==> config.mk <==
export PLATFORM = sky130hd
export DESIGN_NAME = pcc_clip
export DESIGN_NICKNAME = d
export VERILOG_FILES = /design/src/pcc_pkg.sv /design/src/pcc_clip.sv
export VERILOG_INCLUDE_DIRS = /design/src /design/src/src
export SDC_FILE = /design/constraint.sdc
export NUM_CORES = 1
export LEC_CHECK = 0
export ABC_AREA = 1
export BUFFER_PORTS_ARGS = -buffer_cell sky130_fd_sc_hd__buf_2
export CORE_MARGIN = 2
export CORE_UTILIZATION = 56
export CTS_CLUSTER_SIZE = 30
export DETAILED_ROUTE_END_ITERATION = 10
export PLACE_DENSITY = 0.77
export SLEW_MARGIN = 10
export SYNTH_ARGS = -nofsm -noshare
export SYNTH_HDL_FRONTEND = slang
export SYNTH_SLANG_ARGS = --single-unit
==> constraint.sdc <==
create_clock -name clk -period 4.6 [get_ports clk]
set_input_delay 0.46 -clock clk [delete_from_list [all_inputs] [get_ports clk]]
set_output_delay 0.46 -clock clk [all_outputs]
set_load 0.005 [all_outputs]
==> src/pretrigger_clip_capture_defines.svh <==
// Assertion macros shared by the capture block's RTL files.
// Included by bare file name; no other dependencies.
`ifndef PRETRIGGER_CLIP_CAPTURE_DEFINES_SVH
`define PRETRIGGER_CLIP_CAPTURE_DEFINES_SVH

`ifndef ASSERT_OFF

// Clocked check that is switched off while reset is asserted.
`define PCC_ASSERT(label, clk, rst_n, prop, msg) \
    label: assert property (@(posedge clk) disable iff (!rst_n) (prop)) else $error(msg);

// Clocked check that also holds while reset is asserted.
`define PCC_ASSERT_ALWAYS(label, clk, prop, msg) \
    label: assert property (@(posedge clk) (prop)) else $error(msg);

`else

`define PCC_ASSERT(label, clk, rst_n, prop, msg)
`define PCC_ASSERT_ALWAYS(label, clk, prop, msg)

`endif

`endif

==> src/pcc_pkg.sv <==
// Shared types, codes and the PCM conversion function for the capture block.
// No dependencies; every module of the block imports this package.
`default_nettype none

package pcc_pkg;

    // Default ring size: 2**RING_AW_DEF frames.
    localparam int RING_AW_DEF = 16;

    localparam int FRAME_W  = 48;
    localparam int CFG_W    = 24;
    localparam int CFG_IDX_W = 2;
    localparam int LEN_W    = 17;
    localparam int CLIPNO_W = 32;
    localparam int PCM_W    = 16;

    // Operation codes of an input beat.
    localparam logic [2:0] OP_PUSH  = 3'd0;
    localparam logic [2:0] OP_EVENT = 3'd1;
    localparam logic [2:0] OP_TICK  = 3'd2;
    localparam logic [2:0] OP_FLUSH = 3'd3;
    localparam logic [2:0] OP_READ  = 3'd4;

    // Result kinds.
    localparam logic KIND_CLIP = 1'b0;
    localparam logic KIND_READ = 1'b1;

    // Configuration register indexes.
    localparam logic [CFG_IDX_W-1:0] CFG_PRE  = 2'd0;
    localparam logic [CFG_IDX_W-1:0] CFG_POST = 2'd1;
    localparam logic [CFG_IDX_W-1:0] CFG_MAX  = 2'd2;

    localparam logic [CFG_W-1:0] MAX_FRAMES_RST = 24'hFF_FFFF;

    typedef struct packed {
        logic [2:0]          op;
        logic signed [23:0]  left_sample;
        logic signed [23:0]  right_sample;
        logic [FRAME_W-1:0]  frame_index;
    } item_t;

    typedef struct packed {
        logic                     kind;
        logic [FRAME_W-1:0]       clip_start;
        logic [LEN_W-1:0]         clip_frames;
        logic [CLIPNO_W-1:0]      clip_number;
        logic signed [PCM_W-1:0]  left_pcm;
        logic signed [PCM_W-1:0]  right_pcm;
    } result_t;

    // Command from the top level to the clip tracker.
    typedef struct packed {
        logic       valid;
        logic [2:0] op;
    } clip_cmd_t;

    // Closed clip descriptor offered by the clip tracker.
    typedef struct packed {
        logic                 valid;
        logic [FRAME_W-1:0]   start;
        logic [LEN_W-1:0]     frames;
        logic [CLIPNO_W-1:0]  number;
    } clip_desc_t;

    // Q2.22 sample to 16-bit PCM: clamp to +/-1.0, scale by 32767 and
    // truncate toward zero. Works on the magnitude so truncation is exact.
    function automatic logic [PCM_W-1:0] to_pcm(input logic signed [23:0] v);
        logic [22:0]      mag;
        logic [37:0]      prod;
        logic [PCM_W-1:0] q;
        if (v > 24'sd4194304)
            mag = 23'd4194304;
        else if (v < -24'sd4194304)
            mag = 23'd4194304;
        else if (v[23])
            mag = 23'(-v);
        else
            mag = v[22:0];
        prod = 38'(mag) * 38'(15'd32767);
        q = {1'b0, prod[36:22]};
        return v[23] ? (~q + 16'd1) : q;
    endfunction

endpackage

`default_nettype wire

==> src/pcc_clip.sv <==
// Clip tracker: open, extend and close clips and build the closed-clip window.
// Depends on pcc_pkg and the assertion macros header.
`default_nettype none
`include "pretrigger_clip_capture_defines.svh"

module pcc_clip #(
    parameter int RING_AW = pcc_pkg::RING_AW_DEF
) (
    input  wire logic                          clk,
    input  wire logic                          rst_n,
    input  wire logic [pcc_pkg::CFG_W-1:0]     pre_frames,
    input  wire logic [pcc_pkg::CFG_W-1:0]     post_frames,
    input  wire logic [pcc_pkg::CFG_W-1:0]     max_frames,
    input  wire logic [pcc_pkg::FRAME_W-1:0]   frame_count,
    input  wire pcc_pkg::clip_cmd_t            cmd,
    output logic                               busy,
    output pcc_pkg::clip_desc_t                desc,
    input  wire logic                          desc_take
);
    import pcc_pkg::*;

    localparam logic [FRAME_W:0] RING_SPAN = (FRAME_W + 1)'(1) << RING_AW;

    localparam logic [2:0] ST_IDLE   = 3'd0;
    localparam logic [2:0] ST_CALC   = 3'd1;
    localparam logic [2:0] ST_DECIDE = 3'd2;
    localparam logic [2:0] ST_WIN    = 3'd3;
    localparam logic [2:0] ST_EMIT   = 3'd4;

    logic [2:0]          state_reg, state_next;
    logic [2:0]          op_reg, op_next;
    logic                clip_open_reg, clip_open_next;
    logic [FRAME_W-1:0]  first_reg, first_next;
    logic [FRAME_W-1:0]  last_reg, last_next;
    logic [CLIPNO_W-1:0] count_reg, count_next;
    logic [FRAME_W-1:0]  ustart_reg, ustart_next;
    logic [FRAME_W:0]    endraw_reg, endraw_next;
    logic [FRAME_W-1:0]  start_reg, start_next;
    logic [FRAME_W-1:0]  end_reg, end_next;

    logic [FRAME_W:0]    fc_ext;
    logic [FRAME_W-1:0]  pre_ext;
    logic [FRAME_W-1:0]  span;
    logic                too_long;
    logic                close_now;
    logic [FRAME_W:0]    len_diff;
    logic                nonempty;

    assign fc_ext   = {1'b0, frame_count};
    assign pre_ext  = {{(FRAME_W - CFG_W){1'b0}}, pre_frames};
    assign span     = frame_count - ustart_reg;
    assign too_long = (frame_count >= ustart_reg)
                      && (span > {{(FRAME_W - CFG_W){1'b0}}, max_frames});
    assign len_diff = {1'b0, end_reg} - {1'b0, start_reg};
    assign nonempty = !len_diff[FRAME_W] && (len_diff != '0);

    always_comb
    begin
        close_now = 1'b0;
        case (op_reg)
            OP_EVENT: close_now = too_long;
            OP_TICK:  close_now = (fc_ext >= endraw_reg);
            OP_FLUSH: close_now = 1'b1;
            default:  close_now = 1'b0;
        endcase
    end

    always_comb
    begin
        state_next     = state_reg;
        op_next        = op_reg;
        clip_open_next = clip_open_reg;
        first_next     = first_reg;
        last_next      = last_reg;
        count_next     = count_reg;
        ustart_next    = ustart_reg;
        endraw_next    = endraw_reg;
        start_next     = start_reg;
        end_next       = end_reg;
        case (state_reg)
            ST_IDLE:
            begin
                if (cmd.valid)
                begin
                    if (cmd.op == OP_EVENT && !clip_open_reg)
                    begin
                        clip_open_next = 1'b1;
                        first_next     = frame_count;
                        last_next      = frame_count;
                    end
                    else if (clip_open_reg)
                    begin
                        if (cmd.op == OP_EVENT)
                            last_next = frame_count;
                        op_next    = cmd.op;
                        state_next = ST_CALC;
                    end
                end
            end
            ST_CALC:
            begin
                ustart_next = (first_reg > pre_ext) ? (first_reg - pre_ext) : '0;
                endraw_next = {1'b0, last_reg}
                              + {{(FRAME_W + 1 - CFG_W){1'b0}}, post_frames};
                state_next  = ST_DECIDE;
            end
            ST_DECIDE:
            begin
                if (close_now)
                begin
                    clip_open_next = 1'b0;
                    state_next     = ST_WIN;
                end
                else
                    state_next = ST_IDLE;
            end
            ST_WIN:
            begin
                // Clamp the start to what the ring still holds and the end to now.
                if (({1'b0, ustart_reg} + RING_SPAN) < fc_ext)
                    start_next = frame_count - RING_SPAN[FRAME_W-1:0];
                else
                    start_next = ustart_reg;
                if (endraw_reg > fc_ext)
                    end_next = frame_count;
                else
                    end_next = endraw_reg[FRAME_W-1:0];
                state_next = ST_EMIT;
            end
            ST_EMIT:
            begin
                if (!nonempty)
                    state_next = ST_IDLE;
                else if (desc_take)
                begin
                    count_next = count_reg + 32'd1;
                    state_next = ST_IDLE;
                end
            end
            default: state_next = ST_IDLE;
        endcase
    end

    always_ff @(posedge clk or negedge rst_n)
    begin
        if (!rst_n)
        begin
            state_reg     <= ST_IDLE;
            op_reg        <= OP_PUSH;
            clip_open_reg <= 1'b0;
            first_reg     <= '0;
            last_reg      <= '0;
            count_reg     <= '0;
        end
        else
        begin
            state_reg     <= state_next;
            op_reg        <= op_next;
            clip_open_reg <= clip_open_next;
            first_reg     <= first_next;
            last_reg      <= last_next;
            count_reg     <= count_next;
        end
    end

    always_ff @(posedge clk)
    begin
        ustart_reg <= ustart_next;
        endraw_reg <= endraw_next;
        start_reg  <= start_next;
        end_reg    <= end_next;
    end

    assign busy        = (state_reg != ST_IDLE);
    assign desc.valid  = (state_reg == ST_EMIT) && nonempty;
    assign desc.start  = start_reg;
    assign desc.frames = len_diff[LEN_W-1:0];
    assign desc.number = count_reg + 32'd1;

    `PCC_ASSERT(a_closed_in_window, clk, rst_n, (state_reg == ST_WIN || state_reg == ST_EMIT) |-> !clip_open_reg, "clip still open while its window is built")
    `PCC_ASSERT(a_take_only_offered, clk, rst_n, desc_take |-> desc.valid, "descriptor taken while none offered")
    `PCC_ASSERT(a_take_returns_idle, clk, rst_n, (desc.valid && desc_take) |=> (state_reg == ST_IDLE), "tracker did not return to idle after its descriptor was taken")

endmodule

`default_nettype wire

==> run summary, run 1 <==
The starting density of the core is 0.563, and the proportion of layout cells with a drive suffix above 1 is 0.0858. The time the final worst path needs with I/O delays and setup came out at 4.50 ns. The count of yosys warnings during synthesis came out at 0. In the post-synthesis netlist, the biggest area contributors are edfxtp_1, nand2_1, dfrtp_1. TritonCTS built the clock tree. A synthesized cell averages 6.79 um^2.

The core box area is 52,200 um^2, and the sequential area share after synthesis is 0.312. For this run, design rule violations remaining after detail routing come to 0. In this run, the number of DRC markers left after iteration 0 of detailed routing was 2,737. Synthesis produced a netlist whose cell count is 4,335. Setup repair after global routing could not meet its margin everywhere. The first global-routing pass estimated 150,000 um of wire. The flip-flop count of the largest register, all copies and words added is 49.

The tools report the latest clock arrival within the worst-skew pair as 0.61 ns. At the end of the flow, the number of nets in the layout was 4,993. The data required time of the critical path was 4.14 ns; the arrival time at the worst endpoint was 4.04 ns. The most used flip-flop cell after synthesis is edfxtp_1. Detailed routing inserted a total of 28,891 vias. The worst setup path is captured at a primary output. After clock tree synthesis, the clock-pin slew on the worst setup and hold paths is 0.06 ns. The floorplan step defined a die boundary enclosing 54,400 um^2. The via count of the first global-routing pass was 26,917. Measured along the y axis, the die boundary spans 233 um.

The total power per unit cell area is 601 nW/um^2, and the number of buffers created by CTS is 40. The tools report the library cell used as clock root buffer as clkbuf_16. The worst reg2reg path startpoint was ustart_reg[17]. The number of port buffers came out at 225.

The total congestion overflow after global routing was 0. The pre-antenna-repair detailed-routing pass consisted of 6 iterations. The measured slew at the worst slew-check pin is 0.963 ns, and the H-tree depth is 2. The number of hold violations in the final report is 0, and the detailed placement HPWL is 83,000 um. The most frequent cell after synthesis was nand2_1.

The run gives 84 as the row count. The I/O pin count was 226; the setup-violating endpoint count in the final report was 0. The share of the clock period used by the worst path is 0.978, and the width of the chip is 233 um. The timing-limited maximum frequency is 0.222 GHz. The number of cells after detailed placement is 5,234, and the placement-stage worst setup slack is 0.0642 ns. The most critical setup path has its startpoint at start_reg[0]. The area fraction of the dominant cell type after synthesis was 0.197. For the aggregate routed wire length, the log shows 100,000 um. The flow ran to the end, and the final reports show no timing, DRC or antenna violations.

Startpoint-to-endpoint class of the critical path: flip-flop to primary output. Initial antenna violation count: 7. The path class of the tightest hold or removal check is primary input to flip-flop. The relative slew slack came out at 0.358. The clock passes through at most 3 buffers. Once layout is complete, the cells apart from fillers number 5,320.

The tool flagged a number of max-cap violations equal to 0. The static leakage is 17.5 nW, and the count of cell types in the netlist is 51. The clock drives 328 sinks.

The congestion estimate from routability-driven global placement came to 1.01. Of all nets on the critical path, the largest fanout is 10. The final worst-path setup slack was 0.102 ns; the max-slew violation count was 0. The post-route clock skew is 0.0459 ns, and the total of flip-flops plus latches after synthesis is 328. After synthesis the cells add up to 29,400 um^2. Compared with the post-synthesis result, the final layout area differs by 12.4%. The share of async-settable or async-resettable flops after synthesis was 0.412; the post-detailed-route count of antenna-violating nets was 0. The biggest area contributor in the post-synthesis netlist is edfxtp_1. The peak ir drop on the vdd network was 0.398 mV. After detailed routing, the average wire length per cell comes to 18.9 um. STA classifies the critical path startpoint as a flip-flop. For the net count of the mapped netlist, the log shows 4,733.

Number of synthesized flops with an enable pin: 193. The tools report the startpoint of the most critical hold path as post_frames[0]. In the routed layout, each cell is associated on average with a via count of 5.43. Entering global routing, the biggest net connects 136 pins. For the global-route usage over all layers, the log shows 0.366. By count the netlist is led by nand2_1, inv_1, nor2_1.
[metal layers]
layer / routed length [um] / GRT usage / part of all wire
met1: 43800 / 0.503 / 0.44
met3: 7810 / 0.0509 / 0.078
met2: 45000 / 0.588 / 0.45
met4: 3810 / 0.133 / 0.038
met5: 0 / 0 / 0
[worst paths after layout]
path                       slack, ns            end  cells after the start
setup reg to reg                0.28   start_reg[4]                     21
setup / recovery                0.10       desc[97]                     14
hold reg to reg                 0.49  first_reg[20]                      2
hold / removal                  0.15  endraw_reg[0]                      2
min in group asynchronous       0.44    last_reg[6]                      3
max in group asynchronous       3.30  count_reg[16]                      3
[cell usage in the layout (no fill, tap or decap), types with 9 or more instances in the layout]
| cell type | instances |
|---|---|
| nand2_1 | 1282 |
| inv_1 | 808 |
| nor2_1 | 395 |
| ha_1 | 267 |
| a21oi_1 | 242 |
| buf_2 | 224 |
| o21ai_0 | 202 |
| edfxtp_1 | 193 |
| nand3_1 | 172 |
| xor2_1 | 156 |
| dfrtp_1 | 135 |
| nand4_1 | 98 |
| nor3_1 | 52 |
| buf_4 | 45 |
| o21ai_1 | 41 |
| clkbuf_16 | 40 |
| xnor2_1 | 37 |
| nor4_1 | 30 |
| o21bai_1 | 18 |
| or2_2 | 16 |
| nand3b_1 | 14 |
| o21a_1 | 13 |
| a31oi_1 | 12 |
| clkbuf_1 | 10 |
| and2_1 | 9 |
[report_power, final]
group	internal, W	switching (W)	leakage, nW
registers	0.00463	0.000902	3.49
clock network	0.00192	0.00134	0.656
logic	0.00378	0.00731	13.3
total	0.0103	0.00955	17.5
[stage by stage]
stage                     hold slack [ns]  total power, W   util  cell area, um^2  setup TNS (ns)
after floorplan                     0.164          0.0130      -            29400               0
after global placement              0.468          0.0161  0.604            31600               0
after detailed placement            0.478          0.0163  0.604            31600               0
after CTS                           0.135          0.0196  0.630            32900               0
after global routing                0.151          0.0215  0.633            33100        -0.00965
final                               0.151          0.0199  0.633            33100               0
[timing repair]
action,in CTS,in global routing
hold buffers,1,0
hold endpoints to repair,26,0
endpoints found under the setup margin,1,46
resized for setup,1,20
pin swaps,0,3
setup buffers,0,6
[final cells by class]
| type | count | area [um^2] |
|---|---|---|
| diodes | 5 | 12.5 |
| clock inverters | 20 | 264 |
| well taps | 688 | 861 |
| flip-flops and latches | 328 | 9170 |
| multi-input cells | 3137 | 17100 |
| fillers | 4878 | 19200 |
| repair buffers | 276 | 1580 |
| inverters | 812 | 3050 |
| clock buffers | 54 | 1090 |
[critical path, stage by stage, from the launching register on]
cell	delay (ns)
edfxtp_1	0.43
ha_1	0.26
fa_1	0.44
inv_2	0.18
nand3_1	0.11
nor2_1	0.20
or2_4	0.24
xnor2_1	0.18
nand2_1	0.08
nor4_1	0.28
nand3_1	0.32
nor2_4	0.30
a21oi_4	0.15
and2_1	0.17
buf_2	0.13
[cell families (layout without fill, tap and decap cells)]
| logic type | after synthesis | count (layout) | share of synthesized area |
|---|---|---|---|
| simple gates | 2109 | 2109 | 0.298 |
| buf+inv | 870 | 1162 | 0.114 |
| compound gates | 564 | 564 | 0.103 |
| flops | 328 | 328 | 0.312 |
| fa+ha+maj | 271 | 271 | 0.116 |
| xor+xnor | 193 | 193 | 0.0574 |
| other cells | 0 | 5 | 0 |
Power figures use the tool's default switching activity.
==> run 2: changes to the inputs <==
--- a/config.mk
+++ b/config.mk
@@ -8,11 +8,13 @@
 export LEC_CHECK = 0
 export ABC_AREA = 1
 export BUFFER_PORTS_ARGS = -buffer_cell sky130_fd_sc_hd__buf_2
+export CELL_PAD_IN_SITES_DETAIL_PLACEMENT = 0
+export CELL_PAD_IN_SITES_GLOBAL_PLACEMENT = 1
 export CORE_MARGIN = 2
-export CORE_UTILIZATION = 56
+export CORE_UTILIZATION = 41
 export CTS_CLUSTER_SIZE = 30
 export DETAILED_ROUTE_END_ITERATION = 10
-export PLACE_DENSITY = 0.77
+export PLACE_DENSITY = 0.78
 export SLEW_MARGIN = 10
 export SYNTH_ARGS = -nofsm -noshare
 export SYNTH_HDL_FRONTEND = slang
==> run 2 against run 1 <==
Final cell count rose by 5.2%. Die area rose by 36%. Combinational power barely moved. Non-clock buffer count rose by 17. Largest power group unchanged. Clock skew fell by 0.014 ns. Critical endpoint unchanged. Critical path type unchanged. Power rose by 0.56%. Sequential share of layout area fell by 0.29 points. Maximum frequency rose by 1.3%.
==> run summary, run 2 (same netlist as run 1, synthesis figures left out) <==
The tools report the post-route clock skew as 0.0322 ns. STA classifies the critical path startpoint as a flip-flop. Walking the worst path, the cells encountered are inv_1, ha_1, nand2_1, nor2_1, nand2_1, nor3_2, nand4_1, nand3_1, nand2_1, nand2_1, nand2_1, nor2_1, nand2_1, nor2_1, a21oi_4, buf_12, and2_1, buf_2.

Number of buffer and inverter instances along the worst setup path: 3. After legalization and detailed placement, the total HPWL measured 92,400 um. CTS built an H-tree with a depth of 2. The nature of the critical path endpoint is a primary output. Clock-pin slew was measured on the worst setup and hold paths at 0.06 ns. Dividing the detail-routed wire length by the instance count gives 19.5 um. The number of cells on the worst hold path came out at 3.

The run gives 0.225 GHz as the timing-limited maximum frequency. The power after layout was 0.0200 W. The net switching fraction of the power is 0.486. The startpoint-to-endpoint class of the critical path was flip-flop to primary output.

Leaving out fill and tap cells, the most frequent cell in the layout is nand2_1. The ratio of routed vias to standard cells was 5.08. The total vias in the final route was 28,420. The latest clock arrival within the worst-skew pair was 0.59 ns; the flip-flop count of the largest register, all copies and words added was 49.

The flop-to-flop setup slack was 0.43 ns; the layout filler cell count was 7,568. For the row count, the log shows 98. The sequential fraction of design power came out at 0.281.

The number of cells traversed by the worst register-to-register path works out to 20. Setup violations remaining at the end of the flow were counted as 0. The share of the clock period used by the worst path was 0.965; the cell internal power dissipation was 0.0103 W. The tools report the combinational share of power as 0.562.

The total power per unit cell area works out to 598 nW/um^2. The startpoint identified for the worst register-to-register timing path is ustart_reg[16]. Clock share of power: 0.157. The most numerous cell type found on the critical path is nand2_1.

Delay contributed by the slowest stage of the critical path: 0.52 ns. Max-slew violation count: 0. The post-detailed-placement cell area is 32,000 um^2, and the aggregate routed wire length is 109,000 um. The routability-driven placement congestion ratio was 0.971.

TritonCTS built the clock tree. The arrival time at the worst endpoint was 3.98 ns; the remaining routing DRC violations was 0. The proportion of layout cells with a drive suffix above 1 was 0.0876. The root buffer cell chosen for the clock tree is clkbuf_16. The cell family contributing the most delay on the critical path was simple AND/OR/NAND/NOR gates. The measured slew at the worst slew-check pin works out to 1.21 ns. CTS saw 328 sinks. From bottom edge to top edge, the die measures 272 um. The slowest cell on the critical path was edfxtp_1.

Along the worst path, the maximum fanout reaches 8. The I/O pin count was 226. After the last flow step, the layout net total stands at 5,010. The logs give 5 for the initial antenna violation count and 0 for the number of hold violations in the final report.

The die covers 73,900 um^2. The pin count of the biggest net entering global routing is 99. In this run the critical register-to-register path is captured at start_reg[0].

In this run the worst hold path is classified as primary input to flip-flop. Max-cap check violation count: 0. The core region is 71,200 um^2. The tools report the placement-stage worst setup slack as 0.207 ns. The number of clock buffers added by TritonCTS is 40. The flow ran to the end, and the final reports show no timing, DRC or antenna violations. The total congestion overflow after global routing is 0, and the via count of the first global-routing pass is 27,329. The width of the chip was 272 um; the time the final worst path needs with I/O delays and setup was 4.44 ns. During placement, the flow inserted port buffers numbering 225. From synthesis to final layout, the design area changed by 13.6%. The global-route usage over all layers is 0.292, and the relative slew slack is 0.186. The first global-routing pass estimated 163,000 um of wire. Static leakage: 17.5 nW.

In the layout the commonest cells are nand2_1, inv_1, nor2_1. The first detailed-routing pass took 5 iterations. The path with the worst hold slack has its endpoint at op_reg[2]. The starting density of the core is 0.413, and the net switching power is 0.00972 W. The logs give 0 for the post-detailed-route count of antenna-violating nets and 4.14 ns for the data required time of the critical path. The startpoint of the most critical hold path is cmd[2]. Counting along the longest clock path gives a buffer depth of 3. The final worst-path setup slack is 0.161 ns. IR analysis of the VDD net gives a maximum drop of 0.322 mV. With fillers left out, the area of the finished cells amounts to 33,400 um^2.

The run gives 1,886 as the DRC violation total after the first TritonRoute iteration.
-- run 2: routing by layer --
layer,global-route usage,share of wire,vias to the layer above
li1,-,-,14416
met1,0.418,0.47,13050
met2,0.461,0.44,798
met3,0.0286,0.053,154
met4,0.0964,0.036,2
met5,0.0116,0.0012,-
-- run 2: power by group through the flow --
stage	sequential, W	combinational (W)	clock, W
floorplan	0.00524	0.00775	0
global placement	0.00564	0.0110	0
detailed placement	0.00564	0.0110	0
CTS	0.00559	0.0111	0.00319
global route	0.00574	0.0127	0.00330
finish	0.00563	0.0112	0.00313
-- run 2: through the flow --
| stage | hold slack (ns) | util | std cells | setup TNS [ns] |
|---|---|---|---|---|
| final | 0.144 | 0.469 | 5596 | 0 |
| after floorplan | 0.164 | - | 4335 | 0 |
| after detailed placement | 0.477 | 0.450 | 5516 | 0 |
| after CTS | 0.120 | 0.468 | 5591 | 0 |
| after global placement | 0.469 | 0.450 | 5516 | 0 |
| after global routing | 0.150 | 0.469 | 5596 | -0.00979 |
-- run 2: cell type report --
cell class / count / area, um^2 / area share
Antenna cell: 2 / 5.00 / 0.000150
Clock buffer: 55 / 1130 / 0.0338
Timing Repair Buffer: 293 / 1740 / 0.0519
Multi-Input combinational cell: 3137 / 17000 / 0.508
Tap cell: 950 / 1190 / 0.0355
Clock inverter: 19 / 165 / 0.00494
Sequential cell: 328 / 9170 / 0.274
Inverter: 812 / 3050 / 0.0912
-- run 2: worst register-to-register path, stage by stage (launching register included) --
cell and delay (ns):
edfxtp_1 0.40, nand3_1 0.17, nor3_2 0.20, nand3_1 0.19
nor3_2 0.21, nand3_1 0.14, nor2_2 0.13, nand3_1 0.14
nor3_2 0.20, nand3_1 0.20, nor3_4 0.24, nand3_1 0.12
xor2_1 0.16, ha_1 0.28, nand2_1 0.05, nand3b_2 0.23
nor4_2 0.20, nand3_1 0.17, nand3_4 0.18, buf_16 0.20
o21ai_0 0.14
-- run 2: timing repair --
| action | 4_1_cts | 5_1_grt |
|---|---|---|
| hold buffers | 1 | 0 |
| hold endpoints to repair | 60 | 0 |
| buffers inserted | 0 | 2 |
| pin swaps | 0 | 1 |
| endpoints found under the setup margin | 1 | 49 |
| cloned | 0 | 1 |
| resized for setup | 2 | 8 |
-- run 2: how the worst max path moves through the flow --
stage / slack, ns / depth (start not counted) / from / endpoint
after CTS: 0.01 / 18 / start_reg[33] / desc[97]
after detailed placement: 0.21 / 20 / ustart_reg[16] / start_reg[0]
after global placement: 0.28 / 27 / frame_count[5] / state_reg[0]
after global routing: -0.01 / 21 / start_reg[0] / desc[97]
final: 0.16 / 18 / start_reg[33] / desc[97]
after floorplan: 0.88 / 20 / ustart_reg[18] / start_reg[10]
